[src/rtl/mivp_pkg.sv]
// Package for the MessagePack id/value parser: parse phases, state and result
// structs, protocol byte codes and the key character tables.
// No dependencies.
`default_nettype none

package mivp_pkg;

  typedef enum logic [3:0] {
    PH_MAP       = 4'd0,
    PH_IDKEYHDR  = 4'd1,
    PH_IDKEY     = 4'd2,
    PH_IDHDR     = 4'd3,
    PH_IDDATA    = 4'd4,
    PH_VALKEYHDR = 4'd5,
    PH_VALKEY    = 4'd6,
    PH_VALHDR    = 4'd7,
    PH_VALDATA   = 4'd8
  } mivp_phase_t;

  localparam logic [7:0] MAP_HDR_BYTE = 8'h82;
  localparam logic [7:0] ID_KEY_HDR   = 8'hA2;
  localparam logic [7:0] VAL_KEY_HDR  = 8'hA5;
  localparam logic [7:0] UINT8_HDR    = 8'hCC;
  localparam logic [7:0] UINT16_HDR   = 8'hCD;
  localparam logic [7:0] UINT32_HDR   = 8'hCE;
  localparam logic [7:0] UINT64_HDR   = 8'hCF;

  localparam logic [3:0] ID_KEY_LEN  = 4'd2;
  localparam logic [3:0] VAL_KEY_LEN = 4'd5;
  localparam logic [3:0] LEN_FIXINT  = 4'd0;
  localparam logic [3:0] LEN_REJECT  = 4'd15;

  localparam logic STATUS_OK  = 1'b0;
  localparam logic STATUS_ERR = 1'b1;

  typedef struct packed {
    mivp_phase_t phase;
    logic [3:0]  bytes_left;
    logic [63:0] acc;
    logic [63:0] held_id;
    logic        key_mismatch;
  } mivp_state_t;

  typedef struct packed {
    logic [63:0] msg_id;
    logic [63:0] msg_value;
    logic        status;
  } mivp_result_t;

  // Expected key character, indexed by the count of key bytes still to come.
  function automatic logic [7:0] id_key_char(input logic [3:0] left);
    logic [7:0] c;
    unique case (left)
      4'd2:    c = 8'h69; // 'i'
      4'd1:    c = 8'h64; // 'd'
      default: c = 8'h00;
    endcase
    return c;
  endfunction

  function automatic logic [7:0] val_key_char(input logic [3:0] left);
    logic [7:0] c;
    unique case (left)
      4'd5:    c = 8'h76; // 'v'
      4'd4:    c = 8'h61; // 'a'
      4'd3:    c = 8'h6C; // 'l'
      4'd2:    c = 8'h75; // 'u'
      4'd1:    c = 8'h65; // 'e'
      default: c = 8'h00;
    endcase
    return c;
  endfunction

  // Payload length of an unsigned int header; LEN_REJECT for anything else.
  function automatic logic [3:0] int_len(input logic [7:0] b);
    logic [3:0] n;
    if (!b[7]) begin
      n = LEN_FIXINT;
    end else begin
      unique case (b)
        UINT8_HDR:  n = 4'd1;
        UINT16_HDR: n = 4'd2;
        UINT32_HDR: n = 4'd4;
        UINT64_HDR: n = 4'd8;
        default:    n = LEN_REJECT;
      endcase
    end
    return n;
  endfunction

endpackage

`default_nettype wire

[src/rtl/mivp_if.sv]
// Stream interfaces for the MessagePack id/value parser: byte input and
// result output, each with valid/ready handshake. No dependencies.
`default_nettype none

interface mivp_rx_if;
  logic       valid;
  logic       ready;
  logic [7:0] rx_byte;
  modport source (output valid, output rx_byte, input ready);
  modport sink   (input valid, input rx_byte, output ready);
endinterface

interface mivp_res_if;
  logic        valid;
  logic        ready;
  logic [63:0] msg_id;
  logic [63:0] msg_value;
  logic        status;
  modport source (output valid, output msg_id, output msg_value, output status,
                  input ready);
  modport sink   (input valid, input msg_id, input msg_value, input status,
                  output ready);
endinterface

`default_nettype wire

[src/rtl/mivp_step.sv]
// Single-byte parse step: next parser state and optional result for one byte.
// Depends on mivp_pkg.
`default_nettype none

module mivp_step (
  input  wire logic [7:0]           rx_byte,
  input  wire mivp_pkg::mivp_state_t  state,
  output      mivp_pkg::mivp_state_t  state_next,
  output      logic                   emit,
  output      mivp_pkg::mivp_result_t result
);

  logic [3:0] len;
  logic [3:0] left_dec;
  logic       km;
  logic       fail;

  assign len      = mivp_pkg::int_len(rx_byte);
  assign left_dec = state.bytes_left - 4'd1;

  always_comb begin
    state_next = state;
    emit       = 1'b0;
    fail       = 1'b0;
    km         = state.key_mismatch;
    result     = '{msg_id: state.held_id, msg_value: '0, status: mivp_pkg::STATUS_OK};

    unique case (state.phase)
      mivp_pkg::PH_IDKEYHDR: begin
        if (rx_byte != mivp_pkg::ID_KEY_HDR) begin
          fail = 1'b1;
        end else begin
          state_next.phase        = mivp_pkg::PH_IDKEY;
          state_next.bytes_left   = mivp_pkg::ID_KEY_LEN;
          state_next.key_mismatch = 1'b0;
        end
      end
      mivp_pkg::PH_VALKEYHDR: begin
        if (rx_byte != mivp_pkg::VAL_KEY_HDR) begin
          fail = 1'b1;
        end else begin
          state_next.phase        = mivp_pkg::PH_VALKEY;
          state_next.bytes_left   = mivp_pkg::VAL_KEY_LEN;
          state_next.key_mismatch = 1'b0;
        end
      end
      mivp_pkg::PH_IDKEY, mivp_pkg::PH_VALKEY: begin
        if (state.phase == mivp_pkg::PH_IDKEY) begin
          if (rx_byte != mivp_pkg::id_key_char(state.bytes_left)) km = 1'b1;
        end else begin
          if (rx_byte != mivp_pkg::val_key_char(state.bytes_left)) km = 1'b1;
        end
        state_next.key_mismatch = km;
        state_next.bytes_left   = left_dec;
        if (left_dec == 4'd0) begin
          if (km) begin
            fail = 1'b1;
          end else begin
            state_next.phase = (state.phase == mivp_pkg::PH_IDKEY) ?
                               mivp_pkg::PH_IDHDR : mivp_pkg::PH_VALHDR;
          end
        end
      end
      mivp_pkg::PH_IDHDR, mivp_pkg::PH_VALHDR: begin
        if (len == mivp_pkg::LEN_REJECT) begin
          fail = 1'b1;
        end else if (len == mivp_pkg::LEN_FIXINT) begin
          if (state.phase == mivp_pkg::PH_IDHDR) begin
            state_next.held_id = {56'd0, rx_byte};
            state_next.phase   = mivp_pkg::PH_VALKEYHDR;
          end else begin
            state_next.phase = mivp_pkg::PH_MAP;
            emit             = 1'b1;
            result.msg_value = {56'd0, rx_byte};
          end
        end else begin
          state_next.bytes_left = len;
          state_next.acc        = '0;
          state_next.phase      = (state.phase == mivp_pkg::PH_IDHDR) ?
                                  mivp_pkg::PH_IDDATA : mivp_pkg::PH_VALDATA;
        end
      end
      mivp_pkg::PH_IDDATA, mivp_pkg::PH_VALDATA: begin
        state_next.acc        = {state.acc[55:0], rx_byte};
        state_next.bytes_left = left_dec;
        if (left_dec == 4'd0) begin
          if (state.phase == mivp_pkg::PH_IDDATA) begin
            state_next.held_id = {state.acc[55:0], rx_byte};
            state_next.phase   = mivp_pkg::PH_VALKEYHDR;
          end else begin
            state_next.phase = mivp_pkg::PH_MAP;
            emit             = 1'b1;
            result.msg_value = {state.acc[55:0], rx_byte};
          end
        end
      end
      default: begin
        // Map header, and any unreachable phase code.
        if (rx_byte != mivp_pkg::MAP_HDR_BYTE) begin
          fail = 1'b1;
        end else begin
          state_next.phase        = mivp_pkg::PH_IDKEYHDR;
          state_next.bytes_left   = 4'd0;
          state_next.key_mismatch = 1'b0;
        end
      end
    endcase

    if (fail) begin
      // Drop the message, keep held_id, resynchronise on a map header.
      state_next.phase        = mivp_pkg::PH_MAP;
      state_next.bytes_left   = 4'd0;
      state_next.acc          = '0;
      state_next.key_mismatch = 1'b0;
      emit                    = 1'b1;
      result                  = '{msg_id: '0, msg_value: '0,
                                  status: mivp_pkg::STATUS_ERR};
    end
  end

endmodule

`default_nettype wire

[src/rtl/mivp_out_reg.sv]
// Result register: holds one result beat until the sink takes it.
// Depends on mivp_pkg and mivp_res_if.
`default_nettype none

module mivp_out_reg (
  input  wire logic                   clk,
  input  wire logic                   rst,
  input  wire logic                   load,
  input  wire mivp_pkg::mivp_result_t data,
  output      logic                   can_load,
  mivp_res_if.source                  res
);

  logic                   valid;
  mivp_pkg::mivp_result_t held;

  // Free when empty or when the held beat leaves this cycle.
  assign can_load = !valid || res.ready;

  always_ff @(posedge clk) begin
    if (rst) begin
      valid <= 1'b0;
    end else if (can_load) begin
      valid <= load;
    end
  end

  always_ff @(posedge clk) begin
    if (can_load && load) begin
      held <= data;
    end
  end

  assign res.valid     = valid;
  assign res.msg_id    = held.msg_id;
  assign res.msg_value = held.msg_value;
  assign res.status    = held.status;

endmodule

`default_nettype wire

[src/rtl/msgpack_id_value_parser.sv]
// MessagePack id/value parser top level: parser state register, parse step
// and result register. Depends on mivp_pkg, mivp_if, mivp_step, mivp_out_reg.
//
// Takes one MessagePack byte per beat on rx and recognises the message
// {"id": uint, "value": uint} encoded as fixmap(2), fixstr "id", unsigned int,
// fixstr "value", unsigned int. Each int is a positive fixint or a uint8,
// uint16, uint32 or uint64 payload in big-endian order. On the last byte of a
// good message one beat leaves on result with status 0 and both values. Any
// malformed byte gives one beat with status 1 and zero values, and the parser
// then expects a map header again; a wrong key is reported on the key's last
// byte. Bytes that complete nothing produce no beat. Rate: one byte per clock
// while the sink keeps up. Each byte is decoded combinationally from the parser
// state register into the one-entry result register; rx stalls only while that
// register holds a beat the sink has not taken.
`default_nettype none

module msgpack_id_value_parser (
  input wire logic  clk,
  input wire logic  rst,
  mivp_rx_if.sink   rx,
  mivp_res_if.source result
);

  mivp_pkg::mivp_state_t  state;
  mivp_pkg::mivp_state_t  state_next;
  mivp_pkg::mivp_result_t step_res;
  logic                   step_emit;
  logic                   can_load;
  logic                   accept;

  // Accept a byte whenever the result register can take what it may cause.
  assign rx.ready = can_load;
  assign accept   = rx.valid && can_load;

  mivp_step u_step (
    .rx_byte    (rx.rx_byte),
    .state      (state),
    .state_next (state_next),
    .emit       (step_emit),
    .result     (step_res)
  );

  // Parser state: advance once per accepted byte, hold otherwise.
  always_ff @(posedge clk) begin
    if (rst) begin
      state <= '{phase: mivp_pkg::PH_MAP, bytes_left: 4'd0, acc: 64'd0,
                 held_id: 64'd0, key_mismatch: 1'b0};
    end else if (accept) begin
      state <= state_next;
    end
  end

  // Result register: load only when the byte closes a message or fails it.
  mivp_out_reg u_out_reg (
    .clk      (clk),
    .rst      (rst),
    .load     (accept && step_emit),
    .data     (step_res),
    .can_load (can_load),
    .res      (result)
  );

`ifndef SYNTH
  // An error always sends the parser back to the map header.
  a_err_resync: assert property (@(posedge clk) disable iff (rst)
    accept && step_emit && step_res.status == mivp_pkg::STATUS_ERR
    |=> state.phase == mivp_pkg::PH_MAP)
    else $error("parser did not resynchronise after an error");

  // Key and payload phases always have bytes still to come.
  a_count_live: assert property (@(posedge clk) disable iff (rst)
    (state.phase == mivp_pkg::PH_IDKEY || state.phase == mivp_pkg::PH_VALKEY ||
     state.phase == mivp_pkg::PH_IDDATA || state.phase == mivp_pkg::PH_VALDATA)
    |-> state.bytes_left != 4'd0 && state.bytes_left <= 4'd8)
    else $error("byte counter out of range in a counted phase");

  // A good message completes only from a value header or value payload.
  a_ok_source: assert property (@(posedge clk) disable iff (rst)
    accept && step_emit && step_res.status == mivp_pkg::STATUS_OK
    |-> state.phase == mivp_pkg::PH_VALHDR || state.phase == mivp_pkg::PH_VALDATA)
    else $error("ok result from a phase that cannot end a message");
`endif

endmodule

`default_nettype wire
[src/flat_wrapper.sv]
// flat-port wrapper written by rule: the top's interface ports become plain ports
module msgpack_id_value_parser_flat 
  (clk, rst, rx_valid, rx_rx_byte, rx_ready, result_valid, result_msg_id, result_msg_value, result_status, result_ready);
  mivp_rx_if rx_i ();
  mivp_res_if result_i ();
  input wire logic clk;
  input wire logic rst;
  input wire logic [$bits(rx_i.valid)-1:0] rx_valid;
  input wire logic [$bits(rx_i.rx_byte)-1:0] rx_rx_byte;
  output wire logic [$bits(rx_i.ready)-1:0] rx_ready;
  output wire logic [$bits(result_i.valid)-1:0] result_valid;
  output wire logic [$bits(result_i.msg_id)-1:0] result_msg_id;
  output wire logic [$bits(result_i.msg_value)-1:0] result_msg_value;
  output wire logic [$bits(result_i.status)-1:0] result_status;
  input wire logic [$bits(result_i.ready)-1:0] result_ready;
  assign rx_i.valid = rx_valid;
  assign rx_i.rx_byte = rx_rx_byte;
  assign rx_ready = rx_i.ready;
  assign result_valid = result_i.valid;
  assign result_msg_id = result_i.msg_id;
  assign result_msg_value = result_i.msg_value;
  assign result_status = result_i.status;
  assign result_i.ready = result_ready;
  msgpack_id_value_parser u_core (.clk(clk), .rst(rst), .rx(rx_i), .result(result_i));
endmodule
[config.mk]
export PLATFORM = sky130hd
export DESIGN_NAME = msgpack_id_value_parser_flat
export DESIGN_NICKNAME = d
export VERILOG_FILES = /design/src/rtl/mivp_pkg.sv /design/src/rtl/mivp_if.sv /design/src/rtl/mivp_step.sv /design/src/rtl/mivp_out_reg.sv /design/src/rtl/msgpack_id_value_parser.sv /design/src/flat_wrapper.sv
export SDC_FILE = /design/constraint.sdc
export NUM_CORES = 1
export LEC_CHECK = 0
export BUFFER_PORTS_ARGS = -buffer_cell sky130_fd_sc_hd__buf_2
export CORE_MARGIN = 3
export CORE_UTILIZATION = 40
export CTS_CLUSTER_SIZE = 16
export DETAILED_ROUTE_END_ITERATION = 16
export GPL_ROUTABILITY_DRIVEN = 0
export GPL_TIMING_DRIVEN = 0
export HOLD_SLACK_MARGIN = 0.12
export MAX_ROUTING_LAYER = met4
export PLACE_DENSITY = 0.67
export SYNTH_ARGS = -nofsm -noshare
export SYNTH_HDL_FRONTEND = slang
export SYNTH_SLANG_ARGS = --single-unit
[constraint.sdc]
create_clock -name clk -period 9.25 [get_ports clk]
set_clock_uncertainty 0.15 [all_clocks]
set_input_delay 0.925 -clock clk [delete_from_list [all_inputs] [get_ports clk]]
set_output_delay 0.925 -clock clk [all_outputs]
set_load 0.02 [all_outputs]
==> reports/results.tsv <==
metric	value	unit
slowest CP cell	nor2_4	
ys flop type	dfxtp_1	
fmax	0.1886	GHz
Gate Count Post-Synth	865	
CP Cell Sequence	inv_1 -> ha_1 -> or2_2 -> o211ai_1 -> nand3_1 -> nor4b_1 -> a211o_1 -> clkbuf_1 -> clkbuf_1 -> nor2_1 -> nor2_4 -> buf_16 -> buf_16	
startpoint class of the critical path	flip-flop	
final net count	1053	
die area	26880	um2
relative slew slack	0.3815	
Max Cap Viol	0	
CP Max Fanout	27	
Yosys top cell by area	edfxtp_1	
Sequential Area	6476	um2
dominant cells by area after synthesis	edfxtp_1 (39%), dfxtp_1 (26%), a22o_1 (4.9%)	
top-area cell type share of the netlist area	0.3881	
Clock Tree Root	clkbuf_16	
Synth cell types	54	
Synth Cell Area	9981	um2
#FFs+latches synth	259	
Peak VDD IR	126.6	uV
WS Path Type	reg2reg	
Final TNS setup	0	ps
Syn-to-layout area delta	21.22	%
crit path time final	5303	ps
initial detailed-routing violation count	574	
status	finished clean	
total grt overflow	0	
Final setup viols	0	
worst hold path type	reg2reg	
Crit. End Element	flip-flop	
DRT antenna net count	0	
# clock sinks	259	
core region area	24390	um2
Yosys warning count	0	
biggest cell delay along the critical path	730	ps
post-synthesis area per instance	11.54	um2
Multi-input gate area	3213	um2
Async SR Flop Fraction	0	
First-pass DRT Iterations	5	
post-DP HPWL	16.31	mm
total track usage	0.1791	
hold_ws	296.0	ps
Die H	164.0	um
final hold vios	0	
Filler cells	2200	
worst skew pair latency	530	ps
Die W	164.0	um
clk slew on worst S/H paths	60	ps
power per cell area	201.1	nW/um2
Mapped Nets	881	
Final Cycle Share	0.5733	
first-pass GRT wire length	36.96	mm
routed vias	7073	
clk buf depth	3	
initial antenna violation count	1	
fin. max-slew vios	0	
RSZ-0062 raised after global routing	false	
Static Leak	4.303	nW
H-tree Lvls	1	
port bufs	141	
Least-Margin Pin Slew	925.6	ps
CTS tree	yes	
DRC errors left	0	
EDFF count, synth	129	
hold buffers post-CTS	0	
CP Data Arrival Time	5380	ps
Ports	143	
drt wl/cell	17.13	um
Post-Route WL	23.65	mm
# resized after CTS	0	
worst endpoint required time	9330	ps
share of layout cells above drive strength 1	0.1951	
CTS Buf Count	25	
Starting Density	0.4092	
sequential-to-total area share from yosys stat	0.6489	
largest net degree at the start of global routing	35	
drt via density	5.122	
vias in the first global route	6718	
site row count	57	
post-CTS setup buffers	0	
[cell families after synthesis]
group,count (synthesis),share of synthesized area
flops,259,0.6489
buf+inv,71,0.03121
fa+ha+maj,4,0.005015
compound gates,178,0.1226
xor+xnor,5,0.004387
simple gates,346,0.1859
mux,2,0.002006
[state kept, by name, indices dropped and copies added, names as in the netlist]
register	count
u_core.u_out_reg.res.valid	1
u_core.u_out_reg.res.msg_value	64
u_core.state	129
u_core.u_out_reg.res.status	1
u_core.u_out_reg.res.msg_id	64
[cell usage after synthesis (all sizes together) (2+ instances only)]
cell and number:
a2111o 2, or3 4, o21bai 2, a211o 3, nand4 2, buf 10
o21ai 16, inv 5, clkbuf 56, nand3b 2, o211ai 7, a21o 3
or4 3, a221oi 2, a31oi 2, nor2 21, and2 67, dfxtp 130
ha 4, a22o 56, o22ai 2, nor4b 2, mux2i 2, or2 2
xnor2 4, nand2 90, nor3 8, nand2b 5, or4b 2, nor3b 3
nand3 61, nor2b 69, edfxtp 129, nor4bb 3, a21oi 72
[final cells by class]
| cell class | instances | share of cell area |
|---|---|---|
| Sequential cell | 259 | 0.5353 |
| Multi-Input combinational cell | 535 | 0.2656 |
| Buffer | 66 | 0.02420 |
| Clock buffer | 32 | 0.05677 |
| Inverter | 5 | 0.001551 |
| Timing Repair Buffer | 145 | 0.06680 |
| Clock inverter | 14 | 0.01613 |
| Tap cell | 324 | 0.03351 |
| Antenna cell | 1 | 0.0002068 |
[critical path: cells and delay by family (launching register included)]
family,cells,cell delay (ps)
fa+ha+maj,1,290
flops,1,420
compound gates,2,590
simple gates,5,1890
buf+inv,5,1650
[cell usage in the layout, fill, tap and decap left out, types with 3 or more instances in the layout]
cell type | Yosys | layout
a211o_1 | 3 | 3
and2_1 | 67 | 67
clkinv_2 | 0 | 5
bufinv_16 | 0 | 4
nand3_1 | 61 | 61
buf_16 | 0 | 3
ha_1 | 4 | 4
nand2_1 | 90 | 90
a21oi_1 | 72 | 72
clkbuf_1 | 56 | 60
o211ai_1 | 7 | 7
a22o_1 | 56 | 56
dfxtp_1 | 130 | 130
nor4bb_1 | 3 | 3
nor2b_1 | 69 | 69
a21o_1 | 3 | 3
nor3_1 | 8 | 8
clkbuf_16 | 0 | 26
buf_2 | 3 | 144
nand2b_1 | 5 | 5
inv_1 | 5 | 5
edfxtp_1 | 129 | 129
buf_6 | 5 | 5
o21ai_0 | 16 | 16
or3_1 | 4 | 4
nor2_1 | 21 | 20
nor3b_1 | 3 | 3
xnor2_1 | 4 | 4
[where the power goes]
group,total [W],switching (W),internal [W]
clock,0.00107,0.000430,0.000644
combinational,0.000119,0.0000847,0.0000343
sequential,0.00124,0.00000930,0.00123
[final timing paths]
path	from	to	slack (ps)	cells past startpoint
min	u_core.state[49]$_SDFFE_PP0P_	u_core.state[49]$_SDFFE_PP0P_	300	2
max	u_core.state[129]$_SDFFE_PP0P_	u_core.u_out_reg.res.msg_id[62]$_SDFFCE_PN0P_	3950	13
min reg2reg	u_core.state[49]$_SDFFE_PP0P_	u_core.state[49]$_SDFFE_PP0P_	300	2
max reg2reg	u_core.state[129]$_SDFFE_PP0P_	u_core.u_out_reg.res.msg_id[62]$_SDFFCE_PN0P_	3950	13
[per-layer routing]
metal | GRT usage | vias up | part of all wire
li1 | - | 3442 | -
met1 | 0.2516 | 3325 | 0.46
met2 | 0.2743 | 263 | 0.46
met3 | 0.02169 | 43 | 0.064
met4 | 0.05383 | 0 | 0.022
met5 | - | - | 0
[metrics by stage]
step | instance area (um2) | worst slack (ps) | power [W] | std cells | utilization
after global placement | 11090 | -3007 | 0.001387 | 1330 | 0.4548
after floorplan | 9981 | 375.9 | 0.001339 | 865 | -
after global routing | 12100 | 3591 | 0.002518 | 1381 | 0.4961
final | 12100 | 3947 | 0.002433 | 1381 | 0.4961
after detailed placement | 11200 | 3644 | 0.001385 | 1334 | 0.4593
after CTS | 12080 | 3949 | 0.002455 | 1380 | 0.4954
No activity file was read; power rests on OpenSTA's default activity.
